**config.mk**
```make
export PLATFORM = sky130hd
export DESIGN_NAME = websocket_client_rx_deframer_unit
export DESIGN_NICKNAME = d
export VERILOG_FILES = /design/src/wsrx_pkg.sv /design/src/wsrx_step.sv /design/src/wsrx_out_reg.sv /design/src/websocket_client_rx_deframer_unit.sv
export SDC_FILE = /design/constraint.sdc
export NUM_CORES = 1
export LEC_CHECK = 0
export ABC_AREA = 1
export BUFFER_PORTS_ARGS = -buffer_cell sky130_fd_sc_hd__buf_4
export CORE_ASPECT_RATIO = 0.8
export CORE_MARGIN = 5
export CORE_UTILIZATION = 30
export CTS_BUF_LIST = sky130_fd_sc_hd__clkbuf_2
export DETAILED_ROUTE_END_ITERATION = 10
export GPL_TIMING_DRIVEN = 0
export MAX_ROUTING_LAYER = met4
export PLACE_DENSITY = 0.45
export SETUP_SLACK_MARGIN = 0.2
export SLEW_MARGIN = 20
export SYNTH_ARGS = -nofsm -noshare
export SYNTH_HDL_FRONTEND = slang
export SYNTH_SLANG_ARGS = --single-unit
```
**constraint.sdc**
```tcl
create_clock -name clk -period 3.8 [get_ports clk]
set_input_delay 0.38 -clock clk [delete_from_list [all_inputs] [get_ports clk]]
set_output_delay 0.38 -clock clk [all_outputs]
set_load 0.005 [all_outputs]
```
**src/wsrx_pkg.sv**
```systemverilog
// Shared types, codes and constants for the WebSocket receive deframer.
// No dependencies; imported by every module of the block.
package wsrx_pkg;

  localparam int LENGTH_BITS = 64;
  localparam int STATUS_LEN  = 12;

  // link phases
  localparam logic [1:0] PH_STATUS  = 2'd0;
  localparam logic [1:0] PH_HEADERS = 2'd1;
  localparam logic [1:0] PH_OPEN    = 2'd2;

  // result kinds
  localparam logic [1:0] EV_TEXT      = 2'd0;
  localparam logic [1:0] EV_PING      = 2'd1;
  localparam logic [1:0] EV_HS_ERROR  = 2'd2;
  localparam logic [1:0] EV_UNHANDLED = 2'd3;

  // frame opcodes
  localparam logic [3:0] OP_TEXT = 4'd1;
  localparam logic [3:0] OP_PING = 4'd9;

  localparam logic [7:0] CHAR_CR = 8'h0D;
  localparam logic [7:0] CHAR_LF = 8'h0A;

  localparam logic [6:0] LEN_CODE_16 = 7'd126;
  localparam logic [6:0] LEN_CODE_64 = 7'd127;
  localparam logic [3:0] HDR_END_16  = 4'd4;
  localparam logic [3:0] HDR_END_64  = 4'd10;

  typedef struct packed {
    logic [1:0] kind;
    logic [7:0] data;
    logic [3:0] op;
    logic       first;
    logic       last;
    logic       empty;
  } res_t;

  // expected status line prefix "HTTP/1.1 101"
  function automatic logic [7:0] status_char(logic [3:0] idx);
    logic [7:0] c;
    case (idx)
      4'd0:    c = "H";
      4'd1:    c = "T";
      4'd2:    c = "T";
      4'd3:    c = "P";
      4'd4:    c = "/";
      4'd5:    c = "1";
      4'd6:    c = ".";
      4'd7:    c = "1";
      4'd8:    c = " ";
      4'd9:    c = "1";
      4'd10:   c = "0";
      4'd11:   c = "1";
      default: c = 8'h00;
    endcase
    return c;
  endfunction

endpackage

```
**src/wsrx_step.sv**
```systemverilog
// Per-byte state machine: handshake check and frame deframing.
// Depends on wsrx_pkg. Updates state and forms at most one result per byte.
module wsrx_step import wsrx_pkg::*; (
  input  logic       clk,
  input  logic       rst,
  input  logic       fire,
  input  logic [7:0] b,
  output logic       res_valid,
  output res_t       res
);

  localparam int LEN_W = LENGTH_BITS;

  logic [1:0]       link_phase, link_phase_next;
  logic [3:0]       match_pos, match_pos_next;
  logic             match_good, match_good_next;
  logic             line_empty, line_empty_next;
  logic             saw_cr, saw_cr_next;
  logic [3:0]       hdr_pos, hdr_pos_next;
  logic [3:0]       cur_op, cur_op_next;
  logic [6:0]       len_code, len_code_next;
  logic [LEN_W-1:0] remaining, remaining_next;
  logic             started, started_next;

  logic             handled;
  logic             line_end;
  logic [3:0]       hdr_pos_inc;
  logic [3:0]       hdr_need;

  assign handled     = (cur_op == OP_TEXT) || (cur_op == OP_PING);
  assign line_end    = saw_cr && (b == CHAR_LF);
  assign hdr_pos_inc = hdr_pos + 4'd1;
  assign hdr_need    = (len_code == LEN_CODE_16) ? HDR_END_16 : HDR_END_64;

  always_comb begin
    link_phase_next = link_phase;
    match_pos_next  = match_pos;
    match_good_next = match_good;
    line_empty_next = line_empty;
    saw_cr_next     = saw_cr;
    hdr_pos_next    = hdr_pos;
    cur_op_next     = cur_op;
    len_code_next   = len_code;
    remaining_next  = remaining;
    started_next    = started;
    res_valid       = 1'b0;
    res             = '0;

    case (link_phase)
      PH_OPEN: begin
        if (hdr_pos == 4'd0 && remaining != '0) begin
          remaining_next = remaining - {{(LEN_W-1){1'b0}}, 1'b1};
          started_next   = (remaining != {{(LEN_W-1){1'b0}}, 1'b1});
          if (handled) begin
            res_valid  = 1'b1;
            res.kind   = (cur_op == OP_PING) ? EV_PING : EV_TEXT;
            res.data   = b;
            res.op     = cur_op;
            res.first  = !started;
            res.last   = (remaining == {{(LEN_W-1){1'b0}}, 1'b1});
          end
        end else begin
          logic done;
          done = 1'b0;
          if (hdr_pos == 4'd0) begin
            cur_op_next  = b[3:0];
            hdr_pos_next = 4'd1;
          end else if (hdr_pos == 4'd1) begin
            len_code_next = b[6:0];
            if (b[6:0] < LEN_CODE_16) begin
              remaining_next = {{(LEN_W-7){1'b0}}, b[6:0]};
              done = 1'b1;
            end else begin
              remaining_next = '0;
              hdr_pos_next   = 4'd2;
            end
          end else begin
            // saturate once any of the top byte is set
            if (|remaining[LEN_W-1 -: 8]) begin
              remaining_next = '1;
            end else begin
              remaining_next = {remaining[LEN_W-9:0], b};
            end
            hdr_pos_next = hdr_pos_inc;
            done = (hdr_pos_inc >= hdr_need);
          end
          if (done) begin
            hdr_pos_next = 4'd0;
            started_next = 1'b0;
            if (!handled) begin
              res_valid = 1'b1;
              res.kind  = EV_UNHANDLED;
              res.op    = cur_op;
              res.last  = 1'b1;
            end else if (remaining_next == '0) begin
              res_valid = 1'b1;
              res.kind  = (cur_op == OP_PING) ? EV_PING : EV_TEXT;
              res.op    = cur_op;
              res.first = 1'b1;
              res.last  = 1'b1;
              res.empty = 1'b1;
            end
          end
        end
      end
      PH_HEADERS: begin
        if (line_end) begin
          if (line_empty) link_phase_next = PH_OPEN;
          line_empty_next = 1'b1;
          saw_cr_next     = 1'b0;
        end else begin
          if (saw_cr || b != CHAR_CR) line_empty_next = 1'b0;
          saw_cr_next = (b == CHAR_CR);
        end
      end
      default: begin
        // awaiting status line; unused phase code lands here too
        if (line_end) begin
          match_pos_next  = 4'd0;
          match_good_next = 1'b1;
          line_empty_next = 1'b1;
          saw_cr_next     = 1'b0;
          if (match_good && match_pos >= 4'(STATUS_LEN)) begin
            link_phase_next = PH_HEADERS;
          end else begin
            link_phase_next = PH_STATUS;
            res_valid       = 1'b1;
            res.kind        = EV_HS_ERROR;
            res.last        = 1'b1;
          end
        end else begin
          if (match_pos < 4'(STATUS_LEN)) begin
            if (b != status_char(match_pos)) match_good_next = 1'b0;
            match_pos_next = match_pos + 4'd1;
          end
          saw_cr_next = (b == CHAR_CR);
        end
      end
    endcase
  end

  always_ff @(posedge clk) begin
    if (rst) begin
      link_phase <= PH_STATUS;
      match_pos  <= 4'd0;
      match_good <= 1'b1;
      line_empty <= 1'b1;
      saw_cr     <= 1'b0;
      hdr_pos    <= 4'd0;
      cur_op     <= 4'd0;
      len_code   <= 7'd0;
      remaining  <= '0;
      started    <= 1'b0;
    end else if (fire) begin
      link_phase <= link_phase_next;
      match_pos  <= match_pos_next;
      match_good <= match_good_next;
      line_empty <= line_empty_next;
      saw_cr     <= saw_cr_next;
      hdr_pos    <= hdr_pos_next;
      cur_op     <= cur_op_next;
      len_code   <= len_code_next;
      remaining  <= remaining_next;
      started    <= started_next;
    end
  end

endmodule

```
**src/wsrx_out_reg.sv**
```systemverilog
// Result register for the output channel.
// Depends on wsrx_pkg. Holds one result until the transfer completes.
module wsrx_out_reg import wsrx_pkg::*; (
  input  logic clk,
  input  logic rst,
  input  logic load,
  input  res_t load_res,
  output logic can_load,
  output logic out_valid,
  input  logic out_ready,
  output res_t out_res
);

  logic held, held_next;

  assign can_load  = !held || out_ready;
  assign out_valid = held;

  always_comb begin
    held_next = held;
    if (load) begin
      held_next = 1'b1;
    end else if (out_ready) begin
      held_next = 1'b0;
    end
  end

  always_ff @(posedge clk) begin
    if (rst) begin
      held <= 1'b0;
    end else begin
      held <= held_next;
    end
  end

  always_ff @(posedge clk) begin
    if (load) out_res <= load_res;
  end

endmodule

```
**src/websocket_client_rx_deframer_unit.sv**
```systemverilog
// WebSocket client receive deframer: handshake check, then frame parsing.
// Path: each byte transfers into the input register, then passes through the
// step logic into the result register once that register can load.
// Throughput: one byte per cycle; the input register drains into the step
// logic whenever the result register is empty or being taken.
// Reset (rst, synchronous): awaits the status line, no result held.
module websocket_client_rx_deframer_unit import wsrx_pkg::*; (
  input  logic       clk,
  input  logic       rst,
  input  logic       in_valid,
  output logic       in_ready,
  input  logic [7:0] rx_byte,
  output logic       out_valid,
  input  logic       out_ready,
  output logic [1:0] event_kind,
  output logic [7:0] data_byte,
  output logic [3:0] frame_op,
  output logic       first_of_payload,
  output logic       last_of_payload,
  output logic       empty_payload
);

  logic       in_held;
  logic [7:0] in_byte;
  logic       can_load;
  logic       fire;
  logic       res_valid;
  res_t       res;
  res_t       out_res;

  assign fire     = in_held && can_load;
  assign in_ready = !in_held || fire;

  always_ff @(posedge clk) begin
    if (rst) begin
      in_held <= 1'b0;
    end else if (in_ready) begin
      in_held <= in_valid;
    end
  end

  always_ff @(posedge clk) begin
    if (in_valid && in_ready) in_byte <= rx_byte;
  end

  wsrx_step u_step (
    .clk       (clk),
    .rst       (rst),
    .fire      (fire),
    .b         (in_byte),
    .res_valid (res_valid),
    .res       (res)
  );

  wsrx_out_reg u_out (
    .clk       (clk),
    .rst       (rst),
    .load      (fire && res_valid),
    .load_res  (res),
    .can_load  (can_load),
    .out_valid (out_valid),
    .out_ready (out_ready),
    .out_res   (out_res)
  );

  assign event_kind       = out_res.kind;
  assign data_byte        = out_res.data;
  assign frame_op         = out_res.op;
  assign first_of_payload = out_res.first;
  assign last_of_payload  = out_res.last;
  assign empty_payload    = out_res.empty;

endmodule

```
==> parameters.txt <==
Parameter                              Value

Placement
  Number of port buffers ... 30
  Placed wire-length estimate after detailed placement ... 28300 um
  Final weighted congestion in routability-driven placement ... 1.01

Detailed routing
  1st-iter DRT viols ... 1000
  Routed via count ... 9367
  Pre-Repair DR Iteration Count ... 8
  Count of nets left with antenna violations after detail routing ... 0
  DR WL/cell ... 20.9 um
  DRC violation count after routing ... 0
  Drt via density ... 5.16
  Detailed-route wire length ... 38000 um

Logic synthesis
  Main synth FF type ... sky130_fd_sc_hd__dfxtp_1
  Fraction of the mapped netlist area in compound gates ... 15.9%
  Simple-gate portion of the synthesized area ... 32.5%
  Post-synthesis instance area ... 0.00861 mm^2
  Number of standard cells after synthesis ... 1368
  Share of the synthesized area in the top cell type ... 22.8%
  Net count after synthesis ... 1396
  Main combinational cell family by area after synthesis ... simple AND/OR/NAND/NOR gates
  Cell types with the largest area share after synthesis ... sky130_fd_sc_hd__dfxtp_1, sky130_fd_sc_hd__nand2_1, sky130_fd_sc_hd__edfxtp_1
  Number of flops mapped to enable cells by yosys ... 25
  Total of warnings raised by yosys ... 0
  Library cell occupying the most area in the post-synthesis netlist ... sky130_fd_sc_hd__dfxtp_1
  Sequential element share of the synthesized area ... 31.5%
  Unique masters post-synth ... 45
  Synth Area in Adders ... 2.32%
  Post-synthesis async set-or-reset flop share ... 0%
  Post-Synth XOR/XNOR Area ... 6.41%
  Mux cell area share after synthesis ... 0%
  Post-synthesis sequential element count ... 123
  Mean Syn Cell Area ... 6.29 um^2

Floorplanning
  Io pins ... 31
  Die Wd ... 199 um
  Die H ... 162 um
  Core Footprint ... 0.0283 mm^2
  Initial cell density of the core ... 30.4%
  Standard-cell row count ... 55
  Die outline area ... 0.0322 mm^2

Clock network
  Max Root-Sink Buffers ... 2
  Root Buffer Master ... sky130_fd_sc_hd__clkbuf_2
  Max H-tree Level ... 4
  Clock latency reported for the late side of the worst-skew pair ... 810 ps
  Clock tree sinks ... 123
  Clock Pin Slew Worst Setup and Hold Paths ... 260 ps
  TritonCTS Buffers ... 17
  TritonCTS clock tree ... done

Pwr
  Leakage power of the design ... 0.00481 uW
  Power density of the placed cells ... 236 mW/mm^2
  Post-layout total power ... 2290 uW
  Worst VDD drop ... 0.148 mV

Worst setup path
  Worst reg-to-reg path cell count ... 19
  CP startpoint kind ... flip-flop
  Critical R2R Capture ... u_out.out_res[16]$_DFFE_PP_
  Category of the critical setup timing path ... flip-flop to flip-flop
  Launching point of the worst reg2reg path ... u_step.remaining[56]$_SDFFE_PP0P_
  Reg-to-reg slack, setup ... 350 ps
  CP Data Required Time ... 4350 ps
  Worst endpoint data arrival time ... 4000 ps
  Crit. End Element ... flip-flop
  Highest net fanout along the worst path ... 12

Min path
  Endpoint of the worst hold path ... in_byte[6]$_DFFE_PP_
  Count of cells along the worst hold path ... 2
  Worst hold path class ... input port to flip-flop
  Hold_sp ... rx_byte[6]

STA
  Highest Clock Rate ... 0.290 GHz
  Setup violators final ... 0
  Setup repair after global routing missed its margin ... false
  Hold violation total from the final report ... 0
  Tmin final ... 3450 ps
  Worst slew margin ... 31.7%
  Transition time at the pin with the least slew margin ... 1020 ps
  Maximum clock skew at final layout ... 50.9 ps
  Hold WS ... 276 ps
  Part of the cycle the worst path needs ... 90.8%
  Pins over their slew limit ... 0

Cells and area
  Number of nets at the end of the flow ... 1461
  Fill cell instance count of the final layout ... 3173
  Area growth from synthesis to layout ... 12.7%
  Fraction of layout instances using a drive strength above 1 ... 8.58%

Global routing
  Overall routing resource usage ... 24.1%
  Initial antenna violation count ... 1
  Gr ovfl total ... 0
  Largest net degree at the start of global routing ... 17
  First-pass GRT wire length ... 56000 um
  Vias in the first global route ... 8577

Status
  Status ... finished clean

Run
  Max_cap viols ... 0
==> state kept, by name (all words and copies together) (netlist names), 2 cells and up, named ones only <==
name	count
u_step.link_phase	2
u_step.len_code	7
in_byte	8
u_out.out_res	17
u_step.match_pos	4
u_step.remaining	64
u_step.hdr_pos	4
u_step.cur_op	4
==> critical path, cell delays in order (launching register included) <==
cell and delay, ps:
sky130_fd_sc_hd__dfxtp_1 470, sky130_fd_sc_hd__nor2_2 200, sky130_fd_sc_hd__nand2_1 150, sky130_fd_sc_hd__o21ai_4 480
sky130_fd_sc_hd__buf_6 250, sky130_fd_sc_hd__nand2_1 120, sky130_fd_sc_hd__nor2_1 120, sky130_fd_sc_hd__nand2_1 70
sky130_fd_sc_hd__nor2_2 190, sky130_fd_sc_hd__nand2_1 90, sky130_fd_sc_hd__nor2_2 160, sky130_fd_sc_hd__nand2_2 110
sky130_fd_sc_hd__nand2_1 80, sky130_fd_sc_hd__nand2_1 60, sky130_fd_sc_hd__nand2_1 80, sky130_fd_sc_hd__nand3_1 70
sky130_fd_sc_hd__nand2_1 100, sky130_fd_sc_hd__nand2_1 110, sky130_fd_sc_hd__clkinvlp_4 120, sky130_fd_sc_hd__buf_12 140
==> worst max-delay path by stage <==
stage | slack (ps) | to | from
floorplan | 870 | u_out.out_res[0]$_SDFFCE_PP0P_ | u_step.hdr_pos[0]$_SDFFE_PP0P_
global placement | -330 | u_out.out_res[2]$_SDFFCE_PP0P_ | u_step.hdr_pos[0]$_SDFFE_PP0P_
detailed placement | -350 | u_out.out_res[2]$_SDFFCE_PP0P_ | u_step.hdr_pos[0]$_SDFFE_PP0P_
CTS | 240 | u_out.out_res[16]$_DFFE_PP_ | u_step.hdr_pos[0]$_SDFFE_PP0P_
global route | 200 | u_out.out_res[1]$_DFFE_PP_ | u_step.hdr_pos[0]$_SDFFE_PP0P_
finish | 350 | u_out.out_res[16]$_DFFE_PP_ | u_step.remaining[56]$_SDFFE_PP0P_
==> metal layers <==
layer | vias up | track usage (%) | wire [um]
met5 | - | - | 0
li1 | 4548 | - | -
met3 | 62 | 5.51 | 3620
met2 | 419 | 31.0 | 14600
met1 | 4338 | 37.2 | 18800
met4 | 0 | 6.20 | 906
==> layout make-up <==
type                       instances  area (um^2)  area share, %
multi-input combinational       1003         4940           50.9
sequential                       123         2720           28.0
inverter                         173          653           6.73
tap                              370          463           4.77
timing repair buffer              46          390           4.02
buffer                            69          340           3.51
clock inverter                    14          113           1.16
clock buffer                      18         90.1          0.928
antenna                            1         2.50         0.0258
==> per-stage QoR <==
stage | std cells | TNS, ps | instance area [um^2] | worst slack [ps] | utilization (%)
2_1_floorplan | 1368 | 0 | 8610 | 869 | -
3_3_place_gp | 1768 | -5670 | 9300 | -334 | 32.9
3_5_place_dp | 1768 | -5890 | 9300 | -347 | 32.9
4_1_cts | 1816 | 0 | 9680 | 245 | 34.2
5_1_grt | 1817 | 0 | 9710 | 197 | 34.3
6_report | 1817 | 0 | 9710 | 351 | 34.3
==> logic make-up (layout without fill, tap and decap cells) <==
family / after synthesis / in the layout
other: 0 / 1
AND/OR/NAND/NOR: 679 / 679
XOR/XNOR: 63 / 63
adder cells (fa/ha/maj): 16 / 16
flip-flops: 123 / 123
AO/OA/AOI/OAI: 245 / 245
buffers and inverters: 242 / 320
==> Yosys cell counts (2+ instances only) <==
cell                         n
sky130_fd_sc_hd__nand2_1   372
sky130_fd_sc_hd__nor2_1    186
sky130_fd_sc_hd__inv_1     167
sky130_fd_sc_hd__a21oi_1   109
sky130_fd_sc_hd__dfxtp_1    98
sky130_fd_sc_hd__o21ai_0    61
sky130_fd_sc_hd__nand3_1    50
sky130_fd_sc_hd__clkbuf_1   44
sky130_fd_sc_hd__xor2_1     44
sky130_fd_sc_hd__nor3_1     32
sky130_fd_sc_hd__o22ai_1    26
sky130_fd_sc_hd__edfxtp_1   25
sky130_fd_sc_hd__a31oi_1    22
sky130_fd_sc_hd__xnor2_1    19
sky130_fd_sc_hd__buf_2      17
sky130_fd_sc_hd__nand4_1    17
sky130_fd_sc_hd__ha_1       16
sky130_fd_sc_hd__o211ai_1    9
sky130_fd_sc_hd__nor4_1      7
sky130_fd_sc_hd__buf_6       5
sky130_fd_sc_hd__inv_2       5
sky130_fd_sc_hd__nor3_2      5
sky130_fd_sc_hd__a211oi_1    4
sky130_fd_sc_hd__nor2_2      3
sky130_fd_sc_hd__o221ai_1    3
sky130_fd_sc_hd__buf_4       2
sky130_fd_sc_hd__o21ai_2     2
==> layout by cell type (no fill, tap or decap), types with 25 or more instances in the layout <==
cell / Yosys / routed
sky130_fd_sc_hd__nand2_1: 372 / 371
sky130_fd_sc_hd__nor2_1: 186 / 184
sky130_fd_sc_hd__inv_1: 167 / 166
sky130_fd_sc_hd__a21oi_1: 109 / 109
sky130_fd_sc_hd__dfxtp_1: 98 / 96
sky130_fd_sc_hd__o21ai_0: 61 / 61
sky130_fd_sc_hd__nand3_1: 50 / 50
sky130_fd_sc_hd__xor2_1: 44 / 44
sky130_fd_sc_hd__clkbuf_1: 44 / 39
sky130_fd_sc_hd__buf_4: 2 / 37
sky130_fd_sc_hd__nor3_1: 32 / 31
sky130_fd_sc_hd__o22ai_1: 26 / 26
sky130_fd_sc_hd__edfxtp_1: 25 / 25
==> timing repair <==
item,4_1_cts,5_1_grt
resized for setup,6,16
setup endpoints to repair,18,37
hold endpoints to repair,12,0
gates cloned,0,0
buffers inserted,3,0
hold buffers,13,0
==> power by group <==
part	leakage, uW	internal, uW	switching (uW)
registers	0.00107	1350	19.7
logic	0.00362	36.4	62.3
clock network	0.000120	188	637
total	0.00481	1570	719
No activity file was read; power rests on OpenSTA's default activity.
